<file path="config.mk">
export PLATFORM = sky130hd
export DESIGN_NAME = periodic_task_tick_scheduler_unit_flat
export DESIGN_NICKNAME = d
export VERILOG_FILES = /design/src/design/ptts_pkg.sv /design/src/design/ptts_cmd_if.sv /design/src/design/ptts_res_if.sv /design/src/design/periodic_task_tick_scheduler_unit.sv /design/src/design/ptts_slot_ram.sv /design/src/flat_wrapper.sv
export SDC_FILE = /design/constraint.sdc
export NUM_CORES = 1
export LEC_CHECK = 0
export ABC_AREA = 0
export BUFFER_PORTS_ARGS = -buffer_cell sky130_fd_sc_hd__clkbuf_2
export CAP_MARGIN = 10
export CORE_MARGIN = 5
export CORE_UTILIZATION = 41
export CTS_CLUSTER_SIZE = 12
export DETAILED_ROUTE_END_ITERATION = 12
export GPL_ROUTABILITY_DRIVEN = 1
export PLACE_DENSITY_LB_ADDON = 0.3
export SETUP_SLACK_MARGIN = 0.05
export SLEW_MARGIN = 10
export SYNTH_ARGS = -nofsm -noshare
export SYNTH_HDL_FRONTEND = slang
export SYNTH_SLANG_ARGS = --single-unit
</file>
<file path="constraint.sdc">
create_clock -name clk -period 4.7 [get_ports clk]
set_clock_uncertainty 0.05 [all_clocks]
set_input_delay 0.235 -clock clk [delete_from_list [all_inputs] [get_ports clk]]
set_output_delay 0.235 -clock clk [all_outputs]
set_load 0.01 [all_outputs]
</file>
<file path="src/design/ptts_pkg.sv">
// ---------------------------------------------------------------------------
// ptts_pkg
// Types and constants shared by the periodic task tick scheduler.
// ---------------------------------------------------------------------------
package ptts_pkg;

	localparam int TASK_SLOTS_DEF = 8;
	localparam int CMD_W          = 3;
	localparam int IDX_W          = 3;
	localparam int TIME_W         = 16;
	localparam int MASK_W         = 8;

	typedef enum logic [CMD_W-1:0] {
		CMD_TICK    = 3'd0,
		CMD_CREATE  = 3'd1,
		CMD_DELETE  = 3'd2,
		CMD_SUSPEND = 3'd3,
		CMD_RESUME  = 3'd4
	} cmd_t;

	typedef enum logic [1:0] {
		S_IDLE,
		S_WALK,
		S_DRAIN,
		S_DONE
	} state_t;

	typedef struct packed {
		logic [TIME_W-1:0] period;
		logic [TIME_W-1:0] countdown;
	} slot_entry_t;

endpackage

</file>
<file path="src/design/ptts_cmd_if.sv">
// ---------------------------------------------------------------------------
// ptts_cmd_if
// Command channel: valid/ready handshake with one scheduler command.
// ---------------------------------------------------------------------------
interface ptts_cmd_if;
	logic                             valid;
	logic                             ready;
	logic [ptts_pkg::CMD_W-1:0]       cmd;
	logic [ptts_pkg::IDX_W-1:0]       task_index;
	logic [ptts_pkg::TIME_W-1:0]      period;
	logic [ptts_pkg::TIME_W-1:0]      first_delay;

	modport source (output valid, output cmd, output task_index, output period,
		output first_delay, input ready);
	modport sink (input valid, input cmd, input task_index, input period,
		input first_delay, output ready);
endinterface

</file>
<file path="src/design/ptts_res_if.sv">
// ---------------------------------------------------------------------------
// ptts_res_if
// Result channel: valid/ready handshake with one scheduler result.
// ---------------------------------------------------------------------------
interface ptts_res_if;
	logic                         valid;
	logic                         ready;
	logic                         create_failed;
	logic [ptts_pkg::MASK_W-1:0]  fire_mask;

	modport source (output valid, output create_failed, output fire_mask, input ready);
	modport sink (input valid, input create_failed, input fire_mask, output ready);
endinterface

</file>
<file path="src/design/periodic_task_tick_scheduler_unit.sv">
// ---------------------------------------------------------------------------
// periodic_task_tick_scheduler_unit
// Priority-indexed task slot table with create/delete/suspend/resume/tick.
// ---------------------------------------------------------------------------
// Usage:
//   req carries one command transaction (cmd, task_index, period, first_delay)
//   and rsp returns exactly one result transaction per command
//   (create_failed, fire_mask). Both use valid/ready.
//   Create, delete, suspend, resume and unused codes finish in the accept
//   cycle; their result is valid in the next cycle.
//   A tick walks the slot table through the slot memory read port, one slot
//   per cycle, with the read-modify-write pipelined one slot behind. The
//   single read port of the slot memory sets the pace of the walk.
//   Only one command is in flight: req.ready is high in the idle state while
//   the result register is empty or being drained in the same cycle. With no
//   stall, a non-tick command can be taken every cycle; after a tick, no new
//   command is taken until the walk is over and its result is loaded.
//   A stalled rsp holds its result; the block then takes no new command.
//   Reset clears the valid and suspended marks and the control state; the
//   period/countdown memory is not cleared and needs no pass, since an
//   entry is always written by create before its slot can fire.
// ---------------------------------------------------------------------------
module periodic_task_tick_scheduler_unit #(
	parameter int TASK_SLOTS = ptts_pkg::TASK_SLOTS_DEF
) (
	input  logic        clk,
	input  logic        arst_n,
	ptts_cmd_if.sink    req,
	ptts_res_if.source  rsp
);

	localparam int SLOT_AW = (TASK_SLOTS > 1) ? $clog2(TASK_SLOTS) : 1;
	localparam int EXT_W   = (SLOT_AW > ptts_pkg::IDX_W) ? SLOT_AW : ptts_pkg::IDX_W;
	localparam logic [SLOT_AW-1:0] LAST_SLOT = SLOT_AW'(TASK_SLOTS - 1);

	// control state
	ptts_pkg::state_t state_q, state_d;
	logic [SLOT_AW-1:0] rd_ptr_q;
	logic [TASK_SLOTS-1:0] slot_valid_q;
	logic [TASK_SLOTS-1:0] slot_susp_q;
	logic [ptts_pkg::MASK_W-1:0] mask_q;

	// walk pipeline
	logic               walk_vld_s1;
	logic [SLOT_AW-1:0] idx_s1;

	// result register
	logic                        rsp_valid_q;
	logic                        create_failed_q;
	logic [ptts_pkg::MASK_W-1:0] fire_mask_q;

	// FSM outputs
	logic ready_o;
	logic rd_en;
	logic done_load;

	// decode of the incoming transaction
	ptts_pkg::cmd_t     cmd;
	logic [EXT_W-1:0]   idx_ext;
	logic [SLOT_AW-1:0] slot_addr;
	logic               in_range;
	logic               accept;
	logic               out_free;
	logic               cmd_load;
	logic               create_fail;

	// memory ports
	logic                  mem_we;
	logic [SLOT_AW-1:0]    mem_waddr;
	ptts_pkg::slot_entry_t mem_wdata;
	ptts_pkg::slot_entry_t mem_rdata;

	// slot update at stage 1
	logic cd_zero;
	logic slot_susp;
	logic slot_vld;
	logic fire;
	logic wb_en;
	ptts_pkg::slot_entry_t wb_entry;

	assign cmd       = ptts_pkg::cmd_t'(req.cmd);
	assign idx_ext   = EXT_W'(req.task_index);
	assign slot_addr = idx_ext[SLOT_AW-1:0];
	assign in_range  = ({1'b0, idx_ext} < (EXT_W + 1)'(TASK_SLOTS));
	assign out_free  = !rsp_valid_q || rsp.ready;
	assign accept    = req.valid && ready_o;
	assign cmd_load  = accept && (cmd != ptts_pkg::CMD_TICK);
	// refuse create on a taken slot or one past the table
	assign create_fail = (cmd == ptts_pkg::CMD_CREATE) &&
		(!in_range || slot_valid_q[slot_addr]);

	// next state
	always_comb begin
		state_d = state_q;
		case (state_q)
			ptts_pkg::S_IDLE: begin
				if (accept && (cmd == ptts_pkg::CMD_TICK)) begin
					state_d = ptts_pkg::S_WALK;
				end
			end
			ptts_pkg::S_WALK: begin
				if (rd_ptr_q == LAST_SLOT) begin
					state_d = ptts_pkg::S_DRAIN;
				end
			end
			ptts_pkg::S_DRAIN: begin
				state_d = ptts_pkg::S_DONE;
			end
			ptts_pkg::S_DONE: begin
				if (out_free) begin
					state_d = ptts_pkg::S_IDLE;
				end
			end
			default: begin
				state_d = ptts_pkg::S_IDLE;
			end
		endcase
	end

	// FSM outputs
	always_comb begin
		ready_o   = 1'b0;
		rd_en     = 1'b0;
		done_load = 1'b0;
		case (state_q)
			ptts_pkg::S_IDLE:  ready_o   = out_free;
			ptts_pkg::S_WALK:  rd_en     = 1'b1;
			ptts_pkg::S_DRAIN: ;
			ptts_pkg::S_DONE:  done_load = out_free;
			default: ;
		endcase
	end

	assign req.ready = ready_o;

	always_ff @(posedge clk or negedge arst_n) begin
		if (!arst_n) begin
			state_q <= ptts_pkg::S_IDLE;
		end else begin
			state_q <= state_d;
		end
	end

	// advance the read pointer through the table during a tick
	always_ff @(posedge clk or negedge arst_n) begin
		if (!arst_n) begin
			rd_ptr_q    <= '0;
			walk_vld_s1 <= 1'b0;
		end else begin
			walk_vld_s1 <= rd_en;
			if (accept) begin
				rd_ptr_q <= '0;
			end else if (rd_en) begin
				rd_ptr_q <= rd_ptr_q + SLOT_AW'(1);
			end
		end
	end

	always_ff @(posedge clk) begin
		if (rd_en) begin
			idx_s1 <= rd_ptr_q;
		end
	end

	// valid and suspended marks live in flops so reset clears them at once
	always_ff @(posedge clk or negedge arst_n) begin
		if (!arst_n) begin
			slot_valid_q <= '0;
			slot_susp_q  <= '0;
		end else if (accept && in_range) begin
			case (cmd)
				ptts_pkg::CMD_CREATE: begin
					if (!slot_valid_q[slot_addr]) begin
						slot_valid_q[slot_addr] <= 1'b1;
						slot_susp_q[slot_addr]  <= 1'b0;
					end
				end
				ptts_pkg::CMD_DELETE:  slot_valid_q[slot_addr] <= 1'b0;
				ptts_pkg::CMD_SUSPEND: slot_susp_q[slot_addr]  <= 1'b1;
				ptts_pkg::CMD_RESUME:  slot_susp_q[slot_addr]  <= 1'b0;
				default: ;
			endcase
		end
	end

	// stage 1: modify the entry read in the previous cycle
	assign cd_zero   = (mem_rdata.countdown == '0);
	assign slot_susp = slot_susp_q[idx_s1];
	assign slot_vld  = slot_valid_q[idx_s1];
	assign fire      = walk_vld_s1 && !slot_susp && cd_zero && slot_vld;
	// an invalid slot at zero stays at zero: skip the write
	assign wb_en     = walk_vld_s1 && !slot_susp && (!cd_zero || slot_vld);

	always_comb begin
		wb_entry.period    = mem_rdata.period;
		wb_entry.countdown = cd_zero ? (mem_rdata.period - ptts_pkg::TIME_W'(1))
			: (mem_rdata.countdown - ptts_pkg::TIME_W'(1));
	end

	// one write port: create in idle, write-back during a tick, never both
	always_comb begin
		if (wb_en) begin
			mem_we    = 1'b1;
			mem_waddr = idx_s1;
			mem_wdata = wb_entry;
		end else begin
			mem_we           = accept && (cmd == ptts_pkg::CMD_CREATE) && !create_fail;
			mem_waddr        = slot_addr;
			mem_wdata.period    = req.period;
			mem_wdata.countdown = req.first_delay;
		end
	end

	ptts_slot_ram #(
		.DEPTH (TASK_SLOTS),
		.AW    (SLOT_AW)
	) u_slot_ram (
		.clk   (clk),
		.we    (mem_we),
		.waddr (mem_waddr),
		.wdata (mem_wdata),
		.re    (rd_en),
		.raddr (rd_ptr_q),
		.rdata (mem_rdata)
	);

	// collect fired slots; slots beyond the mask width shift out
	always_ff @(posedge clk) begin
		if (accept) begin
			mask_q <= '0;
		end else if (fire) begin
			mask_q <= mask_q | (ptts_pkg::MASK_W'(1) << idx_s1);
		end
	end

	// result register: hold while the receiver stalls
	always_ff @(posedge clk or negedge arst_n) begin
		if (!arst_n) begin
			rsp_valid_q <= 1'b0;
		end else if (cmd_load || done_load) begin
			rsp_valid_q <= 1'b1;
		end else if (rsp.ready) begin
			rsp_valid_q <= 1'b0;
		end
	end

	always_ff @(posedge clk) begin
		if (cmd_load) begin
			create_failed_q <= create_fail;
			fire_mask_q     <= '0;
		end else if (done_load) begin
			create_failed_q <= 1'b0;
			fire_mask_q     <= mask_q;
		end
	end

	assign rsp.valid         = rsp_valid_q;
	assign rsp.create_failed = create_failed_q;
	assign rsp.fire_mask     = fire_mask_q;

endmodule

</file>
<file path="src/design/ptts_slot_ram.sv">
// ---------------------------------------------------------------------------
// ptts_slot_ram
// Slot table memory: one write port, one read port, registered read data.
// ---------------------------------------------------------------------------
module ptts_slot_ram #(
	parameter int DEPTH = ptts_pkg::TASK_SLOTS_DEF,
	parameter int AW    = 3
) (
	input  logic                  clk,
	input  logic                  we,
	input  logic [AW-1:0]         waddr,
	input  ptts_pkg::slot_entry_t wdata,
	input  logic                  re,
	input  logic [AW-1:0]         raddr,
	output ptts_pkg::slot_entry_t rdata
);

	ptts_pkg::slot_entry_t mem [DEPTH];

	always_ff @(posedge clk) begin
		if (we) begin
			mem[waddr] <= wdata;
		end
	end

	always_ff @(posedge clk) begin
		if (re) begin
			rdata <= mem[raddr];
		end
	end

endmodule

</file>
<file path="src/flat_wrapper.sv">
// flat-port wrapper written by rule: the top's interface ports become plain ports
module periodic_task_tick_scheduler_unit_flat 
#(
	parameter int TASK_SLOTS = ptts_pkg::TASK_SLOTS_DEF
)
  (clk, arst_n, req_valid, req_cmd, req_task_index, req_period, req_first_delay, req_ready, rsp_valid, rsp_create_failed, rsp_fire_mask, rsp_ready);
  ptts_cmd_if req_i ();
  ptts_res_if rsp_i ();
  input  logic clk;
  input  logic arst_n;
  input wire logic [$bits(req_i.valid)-1:0] req_valid;
  input wire logic [$bits(req_i.cmd)-1:0] req_cmd;
  input wire logic [$bits(req_i.task_index)-1:0] req_task_index;
  input wire logic [$bits(req_i.period)-1:0] req_period;
  input wire logic [$bits(req_i.first_delay)-1:0] req_first_delay;
  output wire logic [$bits(req_i.ready)-1:0] req_ready;
  output wire logic [$bits(rsp_i.valid)-1:0] rsp_valid;
  output wire logic [$bits(rsp_i.create_failed)-1:0] rsp_create_failed;
  output wire logic [$bits(rsp_i.fire_mask)-1:0] rsp_fire_mask;
  input wire logic [$bits(rsp_i.ready)-1:0] rsp_ready;
  assign req_i.valid = req_valid;
  assign req_i.cmd = req_cmd;
  assign req_i.task_index = req_task_index;
  assign req_i.period = req_period;
  assign req_i.first_delay = req_first_delay;
  assign req_ready = req_i.ready;
  assign rsp_valid = rsp_i.valid;
  assign rsp_create_failed = rsp_i.create_failed;
  assign rsp_fire_mask = rsp_i.fire_mask;
  assign rsp_i.ready = rsp_ready;
  periodic_task_tick_scheduler_unit #(.TASK_SLOTS(TASK_SLOTS)) u_core (.clk(clk), .arst_n(arst_n), .req(req_i), .rsp(rsp_i));
endmodule
</file>
==> impl_metrics.prom <==
# TYPE chip_impl_metric gauge
chip_impl_info{name="run_status",value="finished, final reports clean"} 1
chip_impl_metric{name="finalWeightedCongestion",unit=""} 0.843
chip_impl_metric{name="p_leak",unit="nW"} 5.18
chip_impl_metric{name="port-buffer-count",unit=""} 52
chip_impl_metric{name="worst_path_bufs_invs",unit=""} 0
chip_impl_metric{name="cts_inserted_buffers",unit=""} 35
chip_impl_metric{name="critical_path_required",unit="ns"} 4.86
chip_impl_metric{name="placement_rows",unit=""} 67
chip_impl_metric{name="timing.max_cap.violations",unit=""} 0
chip_impl_metric{name="synthToLayoutAreaGrowth",unit="%"} 13.6
chip_impl_metric{name="crit_arrival",unit="ns"} 3.87
chip_impl_metric{name="clockBufferDepth",unit=""} 3
chip_impl_info{name="slowest_stage",value="or3b_2"} 1
chip_impl_metric{name="core_area",unit="um2"} 33400
chip_impl_metric{name="die-height",unit="um"} 193
chip_impl_info{name="synthMostInstantiatedCell",value="edfxtp_1"} 1
chip_impl_info{name="worst_setup_end_kind",value="flip-flop"} 1
chip_impl_metric{name="wire_per_inst",unit="um"} 22.1
chip_impl_metric{name="via_per_inst",unit=""} 5.44
chip_impl_metric{name="postSynthRegisterBits",unit=""} 331
chip_impl_metric{name="fill_cell_instance_count_of_the_final_layout",unit=""} 2867
chip_impl_metric{name="grt_max_degree",unit=""} 66
chip_impl_info{name="top_flip_flop_cell_by_instance_count_after_synthesis",value="edfxtp_1"} 1
chip_impl_info{name="cts_tree",value="done"} 1
chip_impl_metric{name="multiInputGateArea",unit="um2"} 3940
chip_impl_metric{name="initial_antenna_violation_count",unit=""} 0
chip_impl_info{name="rsz0062_at_grt",value="false"} 1
chip_impl_metric{name="grt_first_pass_wirelength",unit="mm"} 44.9
chip_impl_metric{name="worstMarginPinSlew",unit="ns"} 1.13
chip_impl_metric{name="timing.critical_path.slowest_cell_delay",unit="ns"} 0.48
chip_impl_metric{name="path_clk_slew",unit="ns"} 0.06
chip_impl_info{name="synth_top_cell_by_area",value="edfxtp_1"} 1
chip_impl_metric{name="grt_pass1_vias",unit=""} 7255
chip_impl_metric{name="drt_pass1_iterations",unit=""} 5
chip_impl_metric{name="sequential_cell_area",unit="um2"} 9670
chip_impl_metric{name="timing.slew.headroom",unit=""} 0.250
chip_impl_metric{name="clock_latency",unit="ns"} 0.51
chip_impl_metric{name="yosysWarnings",unit=""} 0
chip_impl_metric{name="syn_inst",unit=""} 782
chip_impl_metric{name="timing.final.crit_share",unit=""} 0.789
chip_impl_metric{name="dp_hpwl",unit="mm"} 17.3
chip_impl_metric{name="globalRouteTotalUtil",unit=""} 0.153
chip_impl_metric{name="power_density",unit="nW/um2"} 616
chip_impl_metric{name="antenna-diode-count",unit=""} 0
chip_impl_metric{name="layout-drive-gt1-share",unit=""} 0.307
chip_impl_metric{name="synth-edff-count",unit=""} 292
chip_impl_metric{name="worst-path-max-fanout",unit=""} 18
chip_impl_metric{name="timing.final.setup_violations",unit=""} 0
chip_impl_metric{name="die_w",unit="um"} 193
chip_impl_metric{name="drc",unit=""} 0
chip_impl_metric{name="post-route-min-period",unit="ns"} 3.71
chip_impl_metric{name="num_vias",unit=""} 7150
chip_impl_info{name="startpoint_type",value="flip-flop"} 1
chip_impl_info{name="synth.area.top_cells",value="edfxtp_1 (64%), mux4_2 (11%), mux2_2 (4.8%)"} 1
chip_impl_metric{name="final_core_utilization",unit=""} 0.469
chip_impl_info{name="critPathKind",value="reg -> reg"} 1
chip_impl_metric{name="synthesized_area",unit="um2"} 13800
chip_impl_info{name="synth_top_cells_by_count",value="edfxtp_1 (292), mux4_2 (69), mux2_2 (59), nor2_1 (46), nand2_1 (39)"} 1
chip_impl_metric{name="route.antenna.remaining_nets",unit=""} 0
chip_impl_info{name="cts-root-buf",value="clkbuf_16"} 1
chip_impl_metric{name="synth.top_cell.area_share",unit=""} 0.636
chip_impl_info{name="holdCritPathClass",value="in -> reg"} 1
chip_impl_metric{name="fmax",unit="GHz"} 0.270
chip_impl_metric{name="grt.overflow.total",unit=""} 0
chip_impl_metric{name="postSynthAreaPerCell",unit="um2"} 17.6
chip_impl_metric{name="cts_resized",unit=""} 0
chip_impl_metric{name="ir_drop",unit="mV"} 0.406
chip_impl_info{name="cpLargestDelayFamily",value="simple AND/OR/NAND/NOR gates"} 1
chip_impl_metric{name="initial_utilization",unit=""} 0.413
chip_impl_metric{name="finish.net_count",unit=""} 897
chip_impl_metric{name="postRouteWirelength",unit="mm"} 29.1
chip_impl_metric{name="synth_async_sr_flop_share",unit=""} 0.0695
chip_impl_metric{name="ys_types",unit=""} 61
chip_impl_metric{name="timing.final.max_slew_violations",unit=""} 0
chip_impl_info{name="worstPathCellList",value="or3_1, or2_1, nor2_8, a21oi_1, ha_1, or3b_2, nor3_1, o31ai_4, nor4_1, xor2_1, o21ai_2"} 1
chip_impl_metric{name="post_route_setup_tns",unit="ns"} 0
chip_impl_metric{name="top_level_ports",unit=""} 53
chip_impl_metric{name="cts-htree-levels",unit=""} 2
chip_impl_metric{name="fp.dieArea",unit="um2"} 37400
chip_impl_metric{name="postSynthNetCount",unit=""} 831
chip_impl_metric{name="cts.sinks",unit=""} 331
chip_impl_metric{name="hold_viol_final",unit=""} 0
chip_impl_metric{name="synth-seq-area-share",unit=""} 0.701
chip_impl_metric{name="detailedRoute.firstIterationViolations",unit=""} 521
## registers in the layout (all words and copies together) (netlist names), named ones only
signal	flops
u_core.idx_s1	3
u_core.walk_vld_s1	1
u_core.u_slot_ram.rdata	32
u_core.rd_ptr_q	3
u_core.rsp.fire_mask	8
u_core.u_slot_ram.mem	256
u_core.state_q	2
u_core.rsp.create_failed	1
u_core.mask_q	8
u_core.rsp.valid	1
## routing by layer
metal | up-vias | wire (um) | track usage
met5 | - | 0 | 0
met1 | 3691 | 13500 | 0.226
li1 | 3262 | - | -
met2 | 157 | 13900 | 0.245
met3 | 40 | 1160 | 0.0231
met4 | 0 | 474 | 0.0330
## power breakdown
part / internal, W / switching, W / total (W) / leakage [nW]
registers: 0.00416 / 0.000411 / 0.00457 / 3.08
logic: 0.00114 / 0.00147 / 0.00260 / 1.61
clock network: 0.00141 / 0.00106 / 0.00247 / 0.495
total: 0.00671 / 0.00293 / 0.00964 / 5.18
## layout make-up
cell class                      instances  area share
Sequential cell                       331       0.618
Timing Repair Buffer                   66      0.0283
Inverter                               10     0.00240
Tap cell                              448      0.0358
Clock buffer                           47      0.0606
Multi-Input combinational cell        404       0.252
Clock inverter                          8     0.00352
## per-stage QoR
stage | hold slack [ns] | instances | power (W) | worst slack (ns) | area, um2
final | 0.0849 | 1314 | 0.00964 | 0.990 | 15700
after CTS | 0.0671 | 1314 | 0.00976 | 0.999 | 15700
after global placement | 0.226 | 1258 | 0.00724 | 1.08 | 14600
after global routing | 0.0856 | 1314 | 0.0101 | 0.710 | 15700
after detailed placement | 0.230 | 1258 | 0.00728 | 1.04 | 14600
after floorplan | -0.111 | 782 | 0.00642 | 0.968 | 13800
## cell families after synthesis
family                   synth area share
flip-flops                          0.701
AND/OR/NAND/NOR                    0.0571
multiplexers                        0.166
AO/OA/AOI/OAI                      0.0445
buffers and inverters              0.0176
XOR/XNOR                          0.00699
adder cells (fa/ha/maj)           0.00635
## placed cells by master, fill, tap and decap left out, drive strengths merged, types with 16 or more instances in the layout
cell type	n
a21oi	34
clkbuf	99
dfrtp	23
dfxtp	16
edfxtp	292
mux2	59
mux4	70
nand2	39
nand3	18
nor2	47
o21ai	21
## path summary, 6_finish.rpt
kind / from / slack, ns / cells past startpoint / endpoint
min in group asynchronous: arst_n / 0.22 / 2 / u_core.state_q[0]
setup reg to reg: u_core.u_slot_ram.rdata[11] / 0.99 / 11 / u_core.u_slot_ram.mem[3][12]
max in group asynchronous: arst_n / 3.91 / 2 / u_core.rd_ptr_q[0]
hold / removal: req_period[1] / 0.08 / 2 / u_core.u_slot_ram.mem[0][17]
hold reg to reg: u_core.rsp.fire_mask[1] / 0.40 / 2 / u_core.rsp.fire_mask[1]
setup / recovery: u_core.u_slot_ram.rdata[11] / 0.99 / 11 / u_core.u_slot_ram.mem[3][12]
## what timing repair did
action / 4_1_cts / 5_1_grt
hold endpoints to repair: 23 / 0
hold buffers: 1 / 0
setup buffers: 0 / 0
(Power assumes the default switching activity.)
